`src/hw/rtl/tdc_pkg.sv`:
```
// ----------------------------------------------------------------------------
// tdc_pkg: shared types and constants of the tank drive command receiver
// Field widths, register indexes, mixing constants and the mix result type.
// ----------------------------------------------------------------------------
package tdc_pkg;

    localparam int TIMEOUT_WIDTH_DEFAULT = 20;

    localparam int MARKER_WIDTH = 8;
    localparam int TICKS_WIDTH  = 20;
    localparam int CFG_WIDTH    = 20;
    localparam int CFG_IDX_WIDTH = 1;

    localparam int BYTE_WIDTH  = 8;
    localparam int CMD_WIDTH   = 9;
    localparam int DRIVE_WIDTH = 7;
    localparam int DUTY_WIDTH  = 10;
    localparam int OUT_WIDTH   = 40;

    localparam logic [CFG_IDX_WIDTH-1:0] REG_FRAME_MARKER   = 1'b0;
    localparam logic [CFG_IDX_WIDTH-1:0] REG_TIMEOUT_TICKS  = 1'b1;

    localparam logic [MARKER_WIDTH-1:0] MARKER_RESET = 8'd74;
    localparam logic [TICKS_WIDTH-1:0]  TICKS_RESET  = 20'd20000;

    localparam logic [1:0] PHASE_MARKER = 2'd0;
    localparam logic [1:0] PHASE_X      = 2'd1;
    localparam logic [1:0] PHASE_Y      = 2'd2;

    localparam logic MODE_BYTE = 1'b0;
    localparam logic MODE_TICK = 1'b1;

    localparam logic signed [CMD_WIDTH-1:0] CENTER_OFFSET = 9'sd127;

    typedef struct packed {
        logic [DRIVE_WIDTH-1:0] left_drive;
        logic [DRIVE_WIDTH-1:0] right_drive;
        logic [DUTY_WIDTH-1:0]  left_indicator_duty;
        logic [DUTY_WIDTH-1:0]  right_indicator_duty;
    } tdc_mix_t;

endpackage

```
`src/hw/rtl/tdc_mixer.sv`:
```
// ----------------------------------------------------------------------------
// tdc_mixer: differential drive mixer
// Mixes signed x/y commands into clamped left/right drive and indicator duty.
// ----------------------------------------------------------------------------
module tdc_mixer
(
    input  logic signed [tdc_pkg::CMD_WIDTH-1:0] x_cmd,
    input  logic signed [tdc_pkg::CMD_WIDTH-1:0] y_cmd,
    output tdc_pkg::tdc_mix_t                    mix
);
    import tdc_pkg::*;

    // d*100/127 for d in 1..126 equals (d * 100 * 8257) >> 20 exactly
    localparam int MixRecip  = 825700;
    localparam int MixShift  = 20;
    localparam int ProdWidth = 27;
    localparam int MixDiv    = 127;
    localparam int DriveMax  = 100;
    localparam int DutyFull  = 1000;
    localparam int DutyStep  = 10;

    function automatic logic [DRIVE_WIDTH-1:0] scale_drive(input logic signed [9:0] d);
        logic [ProdWidth-1:0] prod;
        logic [DRIVE_WIDTH-1:0] res;
        prod = ProdWidth'(d[6:0]) * ProdWidth'(MixRecip);
        if (d <= 10'sd0)
            res = '0;
        else if (d >= 10'(MixDiv))
            res = DRIVE_WIDTH'(DriveMax);
        else
            res = prod[MixShift +: DRIVE_WIDTH];
        return res;
    endfunction

    function automatic logic [DUTY_WIDTH-1:0] duty_of(input logic [DRIVE_WIDTH-1:0] drv);
        return DUTY_WIDTH'(DutyFull) - DUTY_WIDTH'(drv) * DUTY_WIDTH'(DutyStep);
    endfunction

    logic signed [9:0] left_sum;
    logic signed [9:0] right_sum;
    logic [DRIVE_WIDTH-1:0] left_drv;
    logic [DRIVE_WIDTH-1:0] right_drv;

    assign left_sum  = 10'(x_cmd) - 10'(y_cmd);
    assign right_sum = -10'(y_cmd) - 10'(x_cmd);
    assign left_drv  = scale_drive(left_sum);
    assign right_drv = scale_drive(right_sum);

    always_comb
    begin
        mix.left_drive           = left_drv;
        mix.right_drive          = right_drv;
        mix.left_indicator_duty  = duty_of(left_drv);
        mix.right_indicator_duty = duty_of(right_drv);
    end

endmodule

```
`src/hw/rtl/tank_drive_command_receiver_core.sv`:
```
// ----------------------------------------------------------------------------
// tank_drive_command_receiver_core: serial drive command receiver and mixer
// Parses marker/x/y frames, runs the command timeout, and mixes drive output.
// ----------------------------------------------------------------------------
// Each accepted input beat passes through the input register and then the output register.
// Throughput: one beat per cycle; the input register and the output register
// each advance whenever the stage after them is empty or being drained.
// Reset: rst_n clears the parser, commands, timeout count and beat valids,
// and loads frame_marker = 74 and command_timeout_ticks = 20000.
module tank_drive_command_receiver_core
#(
    parameter int TIMEOUT_WIDTH = tdc_pkg::TIMEOUT_WIDTH_DEFAULT
)
(
    input  logic                                clk,
    input  logic                                rst_n,

    input  logic                                s_tvalid,
    output logic                                s_tready,
    input  logic [7:0]                          s_tdata,   // [7:0] rx_byte
    input  logic                                s_tuser,   // [0] mode

    output logic                                m_tvalid,
    input  logic                                m_tready,
    // [6:0] left_drive, [13:7] right_drive, [23:14] left_indicator_duty,
    // [33:24] right_indicator_duty, [34] command_live, [39:35] zero
    output logic [tdc_pkg::OUT_WIDTH-1:0]       m_tdata,

    input  logic                                cfg_we,
    input  logic [tdc_pkg::CFG_IDX_WIDTH-1:0]   cfg_index,
    input  logic [tdc_pkg::CFG_WIDTH-1:0]       cfg_data
);
    import tdc_pkg::*;

    logic [MARKER_WIDTH-1:0]  marker_reg;
    logic [TICKS_WIDTH-1:0]   ticks_reg;

    logic                     in_valid_reg;
    logic                     in_mode_reg;
    logic [BYTE_WIDTH-1:0]    in_byte_reg;

    logic [1:0]               phase_reg,   phase_next;
    logic [BYTE_WIDTH-1:0]    pend_x_reg,  pend_x_next;
    logic signed [CMD_WIDTH-1:0] x_cmd_reg, x_cmd_next;
    logic signed [CMD_WIDTH-1:0] y_cmd_reg, y_cmd_next;
    logic [TIMEOUT_WIDTH-1:0] count_reg,   count_next;

    logic                     out_valid_reg;
    tdc_mix_t                 out_mix_reg;
    logic                     out_live_reg;

    logic                     advance;
    tdc_mix_t                 mix;

    assign advance  = in_valid_reg && (!out_valid_reg || m_tready);
    assign s_tready = !in_valid_reg || advance;

    // configuration registers
    always_ff @(posedge clk or negedge rst_n)
    begin
        if (!rst_n)
        begin
            marker_reg <= MARKER_RESET;
            ticks_reg  <= TICKS_RESET;
        end
        else if (cfg_we)
        begin
            case (cfg_index)
                REG_FRAME_MARKER:  marker_reg <= cfg_data[MARKER_WIDTH-1:0];
                REG_TIMEOUT_TICKS: ticks_reg  <= cfg_data[TICKS_WIDTH-1:0];
                default:           ;
            endcase
        end
    end

    // input register
    always_ff @(posedge clk or negedge rst_n)
    begin
        if (!rst_n)
            in_valid_reg <= 1'b0;
        else if (s_tready)
            in_valid_reg <= s_tvalid;
    end

    always_ff @(posedge clk)
    begin
        if (s_tready && s_tvalid)
        begin
            in_mode_reg <= s_tuser;
            in_byte_reg <= s_tdata;
        end
    end

    // parser and timeout update for the beat in the input register
    always_comb
    begin
        phase_next  = phase_reg;
        pend_x_next = pend_x_reg;
        x_cmd_next  = x_cmd_reg;
        y_cmd_next  = y_cmd_reg;
        count_next  = count_reg;
        if (in_mode_reg == MODE_TICK)
        begin
            if (count_reg != '0)
                count_next = count_reg - 1'b1;
        end
        else
        begin
            case (phase_reg)
                PHASE_X:
                begin
                    pend_x_next = in_byte_reg;
                    phase_next  = PHASE_Y;
                end
                PHASE_Y:
                begin
                    x_cmd_next = $signed({1'b0, pend_x_reg}) - CENTER_OFFSET;
                    y_cmd_next = $signed({1'b0, in_byte_reg}) - CENTER_OFFSET;
                    count_next = TIMEOUT_WIDTH'(ticks_reg);
                    phase_next = PHASE_MARKER;
                end
                default:
                    phase_next = (in_byte_reg == marker_reg) ? PHASE_X : PHASE_MARKER;
            endcase
        end
        // drop expired commands
        if (count_next == '0)
        begin
            x_cmd_next = '0;
            y_cmd_next = '0;
        end
    end

    always_ff @(posedge clk or negedge rst_n)
    begin
        if (!rst_n)
        begin
            phase_reg  <= PHASE_MARKER;
            pend_x_reg <= '0;
            x_cmd_reg  <= '0;
            y_cmd_reg  <= '0;
            count_reg  <= '0;
        end
        else if (advance)
        begin
            phase_reg  <= phase_next;
            pend_x_reg <= pend_x_next;
            x_cmd_reg  <= x_cmd_next;
            y_cmd_reg  <= y_cmd_next;
            count_reg  <= count_next;
        end
    end

    tdc_mixer u_mixer
    (
        .x_cmd (x_cmd_next),
        .y_cmd (y_cmd_next),
        .mix   (mix)
    );

    // output register
    always_ff @(posedge clk or negedge rst_n)
    begin
        if (!rst_n)
            out_valid_reg <= 1'b0;
        else if (advance)
            out_valid_reg <= 1'b1;
        else if (m_tready)
            out_valid_reg <= 1'b0;
    end

    always_ff @(posedge clk)
    begin
        if (advance)
        begin
            out_mix_reg  <= mix;
            out_live_reg <= (count_next != '0);
        end
    end

    assign m_tvalid = out_valid_reg;
    assign m_tdata  = {5'b0, out_live_reg,
                       out_mix_reg.right_indicator_duty,
                       out_mix_reg.left_indicator_duty,
                       out_mix_reg.right_drive,
                       out_mix_reg.left_drive};

`ifndef NO_ASSERTIONS
    a_expired_cmds_zero: assert property (@(posedge clk) disable iff (!rst_n)
        (count_reg == '0) |-> (x_cmd_reg == '0 && y_cmd_reg == '0))
        else $error("expired commands not cleared");

    a_dead_drive_zero: assert property (@(posedge clk) disable iff (!rst_n)
        (out_valid_reg && !out_live_reg) |->
            (out_mix_reg.left_drive == '0 && out_mix_reg.right_drive == '0))
        else $error("drive nonzero with expired commands");

    a_stall_blocks_input: assert property (@(posedge clk) disable iff (!rst_n)
        (in_valid_reg && out_valid_reg && !m_tready) |-> !s_tready)
        else $error("input taken while pipeline is full");

    a_phase_legal: assert property (@(posedge clk) disable iff (!rst_n)
        phase_reg != 2'd3)
        else $error("parser in unused phase");

    a_held_result: assert property (@(posedge clk) disable iff (!rst_n)
        (out_valid_reg && !m_tready) |=> (out_valid_reg && $stable(m_tdata)))
        else $error("stalled result changed");
`endif

endmodule

```
`config.mk`:
```
export PLATFORM = sky130hd
export DESIGN_NAME = tank_drive_command_receiver_core
export DESIGN_NICKNAME = d
export VERILOG_FILES = /design/src/hw/rtl/tdc_pkg.sv /design/src/hw/rtl/tdc_mixer.sv /design/src/hw/rtl/tank_drive_command_receiver_core.sv
export SDC_FILE = /design/constraint.sdc
export NUM_CORES = 1
export LEC_CHECK = 0
export BUFFER_PORTS_ARGS = -buffer_cell sky130_fd_sc_hd__buf_2
export CAP_MARGIN = 30
export CORE_MARGIN = 5
export CORE_UTILIZATION = 51
export DETAILED_ROUTE_END_ITERATION = 10
export PLACE_DENSITY = 0.79
export SLEW_MARGIN = 20
export SYNTH_ARGS = -nofsm -noshare
export SYNTH_HDL_FRONTEND = slang
export SYNTH_SLANG_ARGS = --single-unit
```
`constraint.sdc`:
```
create_clock -name clk -period 11.3 [get_ports clk]
set_clock_uncertainty 0.15 [all_clocks]
set_input_delay 0.565 -clock clk [delete_from_list [all_inputs] [get_ports clk]]
set_output_delay 0.565 -clock clk [all_outputs]
set_load 0.03 [all_outputs]
```
==> run metrics, run 1 <==
final net count 1406; Synthesis Warnings 0; Max H-tree Level 4; Buffers & Inverters on Critical Path 4; Crit. Startpoint count_reg[16]; FF+latch count, synth 118; final setup vio count 0; IO buf count 69; number of global-route vias before repair 8256; Post-synth EDFFs 40; commonest non-fill, non-tap cell in the layout ha_1; CP max FO 13; antenna violations before repair 0; Cells after Synth 1095; Initial Util 0.517; Rel. slew slack 0.353; die width 156 um; sequential area share after synthesis 0.292; CP top delay family simple AND/OR/NAND/NOR gates; Final Cycle Share 0.942; GRT overflow 0; Yosys cell types 79; Async SR Flop Fraction 0.661; worst hold-check path type primary input to flop; Worst-path clk slew 60 ps; critical path endpoint m_tdata[33]; DRT Wirelength 24.1 mm; vias post-DR 8260; Worst path most repeated cell ha_1; Max Cap Violations 0; CTS root buffer clkbuf_16; Hold Crit Start s_tdata[3]; ys flop type dfrtp_1; most frequent cells in the layout ha_1 (168), inv_1 (116), nand2_1 (76), dfrtp_1 (69), buf_2 (68); Top Ports 77; detailed placement HPWL 18.4 mm; first-pass GRT wire length 40.0 mm; Largest register FFs 30; Worst R2R Start count_reg[16]; Worst EP required 11320 ps; max-slew violation count 0; Worst-Skew Late Latency 430 ps; First-pass DRT Iterations 5; Syn Area/Cell 9.89 um2; Critical Path Stages 38; Synth-to-Final Area Change 12.0%; drt wl/cell 16.5 um; antenna viol nets, final 0; CP max stage cell or4_1; Sequential cell area 3160 um2; Multi-input gate area 7050 um2; Clock Sinks 118; critical path class flop to flop; Placeable Area 21000 um2; R2R cell count 38; r2r setup slk 660 ps; final core utilization 0.579; worst-margin pin slew 971 ps; fin crit period 10640 ps; ANT cells 0; status finished, final reports clean; Vias/cell 5.67; fill count 1768; CP max stage delay 640 ps; die area 24300 um2; All-Layer GR Usage 0.200; Post-route DRC 0; Die H 156 um; pin count of the biggest net entering global routing 57; crit start category flop; final hold viol count 0; WP data arrival 10660 ps; Rows 53; Post-Syn Area 10800 um2; GPL Wtd Cong 0.963; CTS buffer count 17; drt initial violations 544; Critical Path Sink Type flop; layout cell share with drive strength beyond 1 0.181; reg2reg end m_tdata[33]; clk buf depth 2; TritonCTS clock tree built; f_max 94.0 MHz
[per-layer routing]
layer	track usage	up-vias	part of all wire
met5	0	-	0
met4	0.0738	0	0.016
met3	0.0272	31	0.039
met2	0.344	226	0.50
met1	0.259	3974	0.44
li1	-	4029	-
[Yosys cell counts, drive strengths merged (23+ instances only)]
master  instances  area share
a21oi          46       0.022
buf            26       0.019
dfrtp          70        0.16
edfxtp         40        0.11
fa             34       0.063
ha            169        0.20
inv           118       0.041
mux2           40       0.042
nand2          77       0.027
nor2           61       0.022
nor3           23       0.012
o21ai          33       0.016
xnor2          44       0.036
xor2           32       0.026
[timing repair]
| action | in CTS | in global routing |
|---|---|---|
| setup endpoints to repair | 0 | 6 |
| hold buffers | 1 | 0 |
| buffers inserted | 0 | 5 |
| hold endpoints to repair | 22 | 0 |
| gates resized for setup | 0 | 18 |
[cell type report]
type,count,area share
Multi-Input combinational cell,817,0.581
Sequential cell,118,0.261
Timing Repair Buffer,96,0.0472
Clock buffer,26,0.0430
Inverter,118,0.0365
Tap cell,275,0.0284
Clock inverter,6,0.00320
[worst min-delay path by stage]
stage / to / slack, ps / cells after the start
6_report: in_byte_reg[3] / 170 / 1
5_1_grt: in_byte_reg[5] / 160 / 1
4_1_cts: in_byte_reg[5] / 150 / 1
3_5_place_dp: y_cmd_reg[8] / 320 / 1
3_3_place_gp: y_cmd_reg[8] / 310 / 1
2_1_floorplan: count_reg[0] / 120 / 0
[logic make-up (layout without fill, tap and decap cells)]
group	count (synthesis)	in the layout	share of synthesized area
and+or+nand+nor	277	277	0.132
muxes	50	50	0.0508
AOI/OAI and AO/OA	204	204	0.138
buffers and inverters	166	246	0.0673
DFF	118	118	0.292
adders and majority gates	203	203	0.258
other	1	7	0.000346
xor gates and xnor gates	76	76	0.0615
[per-stage QoR]
step / instance area, um2 / cells / hold slack (ps) / setup slack, ps / TNS (ps)
floorplan: 10900 / 1101 / 119 / 1480 / 0
global placement: 11400 / 1417 / 310 / 634 / 0
detailed placement: 11400 / 1418 / 323 / 381 / 0
CTS: 12000 / 1451 / 153 / 325 / 0
global route: 12100 / 1456 / 157 / -78.2 / -115
finish: 12100 / 1456 / 170 / 660 / 0
[worst register-to-register path: cells and delay by family, from the launching register on]
kind	cells	cell delay [ps]
and+or+nand+nor	13	3510
xor gates and xnor gates	3	470
buffers and inverters	4	410
adders and majority gates	10	3470
AOI/OAI and AO/OA	8	1870
DFF	1	530
Power of run 1 is left out: the tool's default activity adds up to more than one toggle a clock period on the data nets, which glitch-free logic cannot reach.
==> inputs of run 2 (changes only) <==
--- a/config.mk
+++ b/config.mk
@@ -11,6 +11,7 @@
 export CORE_UTILIZATION = 51
 export DETAILED_ROUTE_END_ITERATION = 10
 export PLACE_DENSITY = 0.79
+export SETUP_SLACK_MARGIN = 0.1
 export SLEW_MARGIN = 20
 export SYNTH_ARGS = -nofsm -noshare
 export SYNTH_HDL_FRONTEND = slang
==> constraint.sdc (replaced) <==
create_clock -name clk -period 12.5 [get_ports clk]
set_clock_uncertainty 0.15 [all_clocks]
set_input_delay 0.625 -clock clk [delete_from_list [all_inputs] [get_ports clk]]
set_output_delay 0.625 -clock clk [all_outputs]
set_load 0.03 [all_outputs]
==> run 2 against run 1 <==
Net effect: clock-buffer cell count increased by 2; register-to-register slack improved by 240 ps; die area unchanged; first-iteration DRC count decreased by 5.0%; global-route usage decreased by 0.33 points; final cell count decreased by 1.4%; non-clock buffer count decreased by 20; via count decreased by 1.2%; fmax decreased by 8.2%; utilization decreased by 1.1 points; wire length decreased by 3.0%; cell area decreased by 1.8%; largest cell class unchanged; highest routed layer unchanged.
==> run metrics, run 2 (synthesized netlist as in run 1, its figures left out) <==
dpl cells 1401 (-1.2%); GPL Wtd Cong 0.917 (-4.7%); die area 24300 um2 (unchanged); Hold Crit Start s_tuser; Top Ports 77 (unchanged); critical path class flop to flop; Rows 53 (unchanged); Max Cap Violations 0 (unchanged); die width 156 um (unchanged); final hold viol count 0 (unchanged); Rel. slew slack 0.424 (+0.0710); CP max FO 23 (+10); CTS buffer count 17 (unchanged); status finished, final reports clean; f_max 86.2 MHz (-8.2%); fin crit period 11590 ps (+955 ps); layout cell share with drive strength beyond 1 0.157 (-0.0244); WP data arrival 11610 ps (+950 ps); Synth-to-Final Area Change 9.97%; CTS root buffer clkbuf_16; RSZ-0062 raised after global routing false; first-pass GRT wire length 39.5 mm (-1.3%); Largest register FFs 30 (unchanged); max-slew violation count 0 (unchanged); Crit. Startpoint phase_reg[0]; CP max stage delay 610 ps (-30 ps); Placeable Area 21000 um2 (unchanged); most frequent cells in the layout ha_1 (169), inv_1 (116), nand2_1 (76), dfrtp_1 (70), buf_2 (68); postcts setup bufs 0 (unchanged); Vias/cell 5.68 (+0.15%); Critical Path Sink Type flop; detailed placement HPWL 17.8 mm (-3.5%); antenna viol nets, final 0 (unchanged); worst-margin pin slew 862 ps (-109 ps); First-pass DRT Iterations 5 (unchanged); Worst R2R Start phase_reg[0]; final net count 1386 (-1.4%); pin count of the biggest net entering global routing 79 (+39%); number of global-route vias before repair 8240 (-0.19%); final setup vio count 0 (unchanged); commonest non-fill, non-tap cell in the layout ha_1; ANT cells 0 (unchanged); crit start category flop; setup TNS 0 ps (unchanged); Worst EP required 12520 ps (+1200 ps); Initial Util 0.517 (unchanged); drt initial violations 517 (-5.0%); worst hold-check path type primary input to flop; All-Layer GR Usage 0.197 (-0.00331); CP max stage cell and4b_1; Clock Sinks 118 (unchanged); vias post-DR 8159 (-1.2%); Worst path most repeated cell ha_1; TritonCTS clock tree built; Finished Layout Cells 1436 (-1.4%); antenna violations before repair 0 (unchanged); Final Cycle Share 0.928 (-0.0140); Max H-tree Level 4 (unchanged); Post-route DRC 0 (unchanged); clk buf depth 2 (unchanged); Worst-path clk slew 50 ps (about the same); IO buf count 69 (unchanged); Worst-Skew Late Latency 420 ps (about the same); GRT overflow 0 (unchanged); Die H 156 um (unchanged); drt wl/cell 16.2 um (-1.7%); DRT Wirelength 23.3 mm (-3.0%)
run 2: metal layers:
metal,GRT usage,part of all wire,vias to the layer above
met5,0,0,-
met3,0.0288,0.033,31
met1,0.252,0.44,3978
li1,-,-,3986
met4,0.0550,0.014,0
met2,0.348,0.51,164
run 2: worst paths after layout:
path | end | slack [ps] | cells past startpoint
min in group asynchronous | m_tvalid | 490 | 2
setup / recovery | m_tdata[23] | 910 | 45
hold reg to reg | y_cmd_reg[8] | 330 | 1
hold / removal | in_mode_reg | 240 | 1
setup reg to reg | m_tdata[23] | 910 | 45
max in group asynchronous | ticks_reg[11] | 11090 | 3
run 2: metrics by stage:
step / worst slack (ps) / hold slack [ps] / instance area (um2) / utilization
2_1_floorplan: 2680 / 179 / 10900 / -
3_3_place_gp: 1490 / 308 / 11300 / 0.539
3_5_place_dp: 945 / 319 / 11300 / 0.539
4_1_cts: 868 / 223 / 11900 / 0.566
5_1_grt: 112 / 229 / 11900 / 0.568
6_report: 905 / 236 / 11900 / 0.568
run 2: what timing repair did:
| item | 4_1_cts | 5_1_grt |
|---|---|---|
| endpoints found under the hold margin | 0 | 18 |
| gates resized for setup | 0 | 2 |
| endpoints found under the setup margin | 0 | 1 |
| hold buffers | 0 | 1 |
run 2: layout make-up:
class | count | area, um2
Fill cell | 1830 | 9040
Multi-Input combinational cell | 817 | 6960
Clock inverter | 4 | 45.0
Timing Repair Buffer | 76 | 427
Clock buffer | 28 | 527
Sequential cell | 118 | 3160
Tap cell | 275 | 344
Inverter | 118 | 443
run 2: critical path: cells and delay by family, from the launching register on:
family / cells / cell delay, ps
AO/OA/AOI/OAI: 9 / 1970
XOR/XNOR: 5 / 870
adder cells (fa/ha/maj): 11 / 3910
buffers and inverters: 8 / 980
flip-flops: 1 / 360
AND/OR/NAND/NOR: 12 / 3090
Power of run 2 is left out for the same reason.
==> inputs of run 3 (changes only) <==
==> constraint.sdc (replaced) <==
create_clock -name clk -period 12.5 [get_ports clk]
set_clock_uncertainty 0.15 [all_clocks]
set_input_delay 2.5 -clock clk [delete_from_list [all_inputs] [get_ports clk]]
set_output_delay 2.5 -clock clk [all_outputs]
set_load 0.03 [all_outputs]
==> run 3 against run 2 <==
Net effect: non-clock buffer count fell by 1; clock-buffer cell count did not move; register-to-register slack barely moved; first-iteration DRC count rose by 0.77%; critical path depth did not move; fmax barely moved; hold slack improved by 96 ps; wire length rose by 0.14%; setup slack got worse by 4.5 ps; sequential share of layout area barely moved; global-route usage did not move; critical endpoint unchanged; largest cell class unchanged; highest routed layer unchanged.
==> run metrics, run 3 (synthesized netlist as in run 1, its figures left out) <==
status finished, final reports clean; final setup vio count 0 (unchanged); Clock Sinks 118 (unchanged); First-pass DRT Iterations 5 (unchanged); Largest register FFs 30 (unchanged); critical path class flop to flop; Top Ports 77 (unchanged); drt initial violations 521 (+0.77%); WL met1 10.3 mm (+0.23%); postcts setup bufs 0 (unchanged); Vias/cell 5.68 (about the same); pin count of the biggest net entering global routing 79 (unchanged); Post-route DRC 0 (unchanged); TritonCTS clock tree built; CP max stage cell and4b_1; Max H-tree Level 4 (unchanged); dpl cell area 11300 um2 (unchanged); ANT cells 0 (unchanged); clk buf depth 2 (unchanged); layout cell share with drive strength beyond 1 0.157 (about the same); worst-margin pin slew 878 ps (+15.7 ps); DRT Wirelength 23.4 mm (+0.14%); detailed placement HPWL 17.8 mm (unchanged); setup TNS 0 ps (unchanged); fill count 1831 (+0.055%); Synth-to-Final Area Change 9.88% (about the same); final hold viol count 0 (unchanged); Placeable Area 21000 um2 (unchanged); CTS buffer count 17 (unchanged); Crit. Startpoint phase_reg[0]; DR WL met3 780 um (+0.52%); Die H 156 um (unchanged); Worst-path clk slew 60 ps (about the same); final net count 1385 (-0.072%); WL met2 12.0 mm (+0.17%); Worst EP required 12520 ps (about the same); Worst-Skew Late Latency 430 ps (about the same); reg2reg end m_tdata[23]; CP max stage delay 620 ps (about the same); GPL Wtd Cong 0.917 (unchanged); die width 156 um (unchanged); most frequent cells in the layout ha_1 (169), inv_1 (116), nand2_1 (76), dfrtp_1 (70), buf_2 (68); drt wl/cell 16.3 um (+0.21%); Worst path most repeated cell ha_1; RSZ-0062 raised after global routing false; f_max 86.2 MHz (about the same); antenna violations before repair 0 (unchanged); Max Cap Violations 0 (unchanged); All-Layer GR Usage 0.197 (unchanged); Final Cycle Share 0.928 (about the same); die area 24300 um2 (unchanged); # resized after CTS 0 (unchanged); CP max FO 23 (unchanged); IO buf count 69 (unchanged); Rows 53 (unchanged); number of global-route vias before repair 8240 (unchanged); Critical Path Sink Type flop; r2r setup slk 900 ps (about the same); Post-CTS Hold Fix Bufs 0 (unchanged); commonest non-fill, non-tap cell in the layout ha_1; critical path endpoint m_tdata[23]; fin crit period 11600 ps (+4.53 ps); Worst R2R Start phase_reg[0]; WP data arrival 11620 ps (about the same); worst hold-check path type flop to flop; crit start category flop; Finished Cell Area 11900 um2 (about the same); GRT overflow 0 (unchanged); antenna viol nets, final 0 (unchanged); first-pass GRT wire length 39.5 mm (unchanged); uppermost layer routed met4; CTS root buffer clkbuf_16; max-slew violation count 0 (unchanged); Initial Util 0.517 (unchanged); vias post-DR 8155 (-0.049%); R2R cell count 45 (unchanged); Rel. slew slack 0.413 (-0.0105)
run 3: worst min-delay path by stage:
stage | depth (start not counted) | to | startpoint | slack [ps]
after floorplan | 1 | y_cmd_reg[8] | y_cmd_reg[8] | 300
after global placement | 1 | y_cmd_reg[8] | y_cmd_reg[8] | 310
after detailed placement | 1 | y_cmd_reg[8] | y_cmd_reg[8] | 320
after CTS | 1 | y_cmd_reg[8] | y_cmd_reg[8] | 330
after global routing | 1 | y_cmd_reg[8] | y_cmd_reg[8] | 340
final | 1 | y_cmd_reg[8] | y_cmd_reg[8] | 330
run 3: metrics by stage:
step           hold WS, ps  cells  utilization  setup slack, ps
6_report               331   1435        0.568              901
5_1_grt                343   1435        0.568              112
4_1_cts                334   1433        0.566              868
3_5_place_dp           319   1401        0.539              945
3_3_place_gp           308   1401        0.539             1490
2_1_floorplan          299   1101            -             2680
run 3: layer usage:
| metal | up-vias | track usage |
|---|---|---|
| li1 | 3987 | - |
| met1 | 3966 | 0.252 |
| met2 | 173 | 0.348 |
| met3 | 29 | 0.0288 |
| met4 | 0 | 0.0550 |
| met5 | - | 0 |
run 3: critical path, delay by kind of cell (launching register included):
| kind | cells | cell delay, ps |
|---|---|---|
| adders and majority gates | 11 | 3910 |
| and+or+nand+nor | 12 | 3100 |
| AOI/OAI and AO/OA | 9 | 1980 |
| buffers and inverters | 8 | 980 |
| xor gates and xnor gates | 5 | 870 |
| DFF | 1 | 360 |
run 3: cell type report:
cell class              count  area (um2)  share of cell area
well taps                 275         344              0.0289
multi-input cells         817        6960               0.585
flip-flops and latches    118        3160               0.266
clock inverters             4        45.0             0.00378
inverters                 118         443              0.0372
clock buffers              28         527              0.0443
repair buffers             75         417              0.0350
Power of run 3 is left out for the same reason.
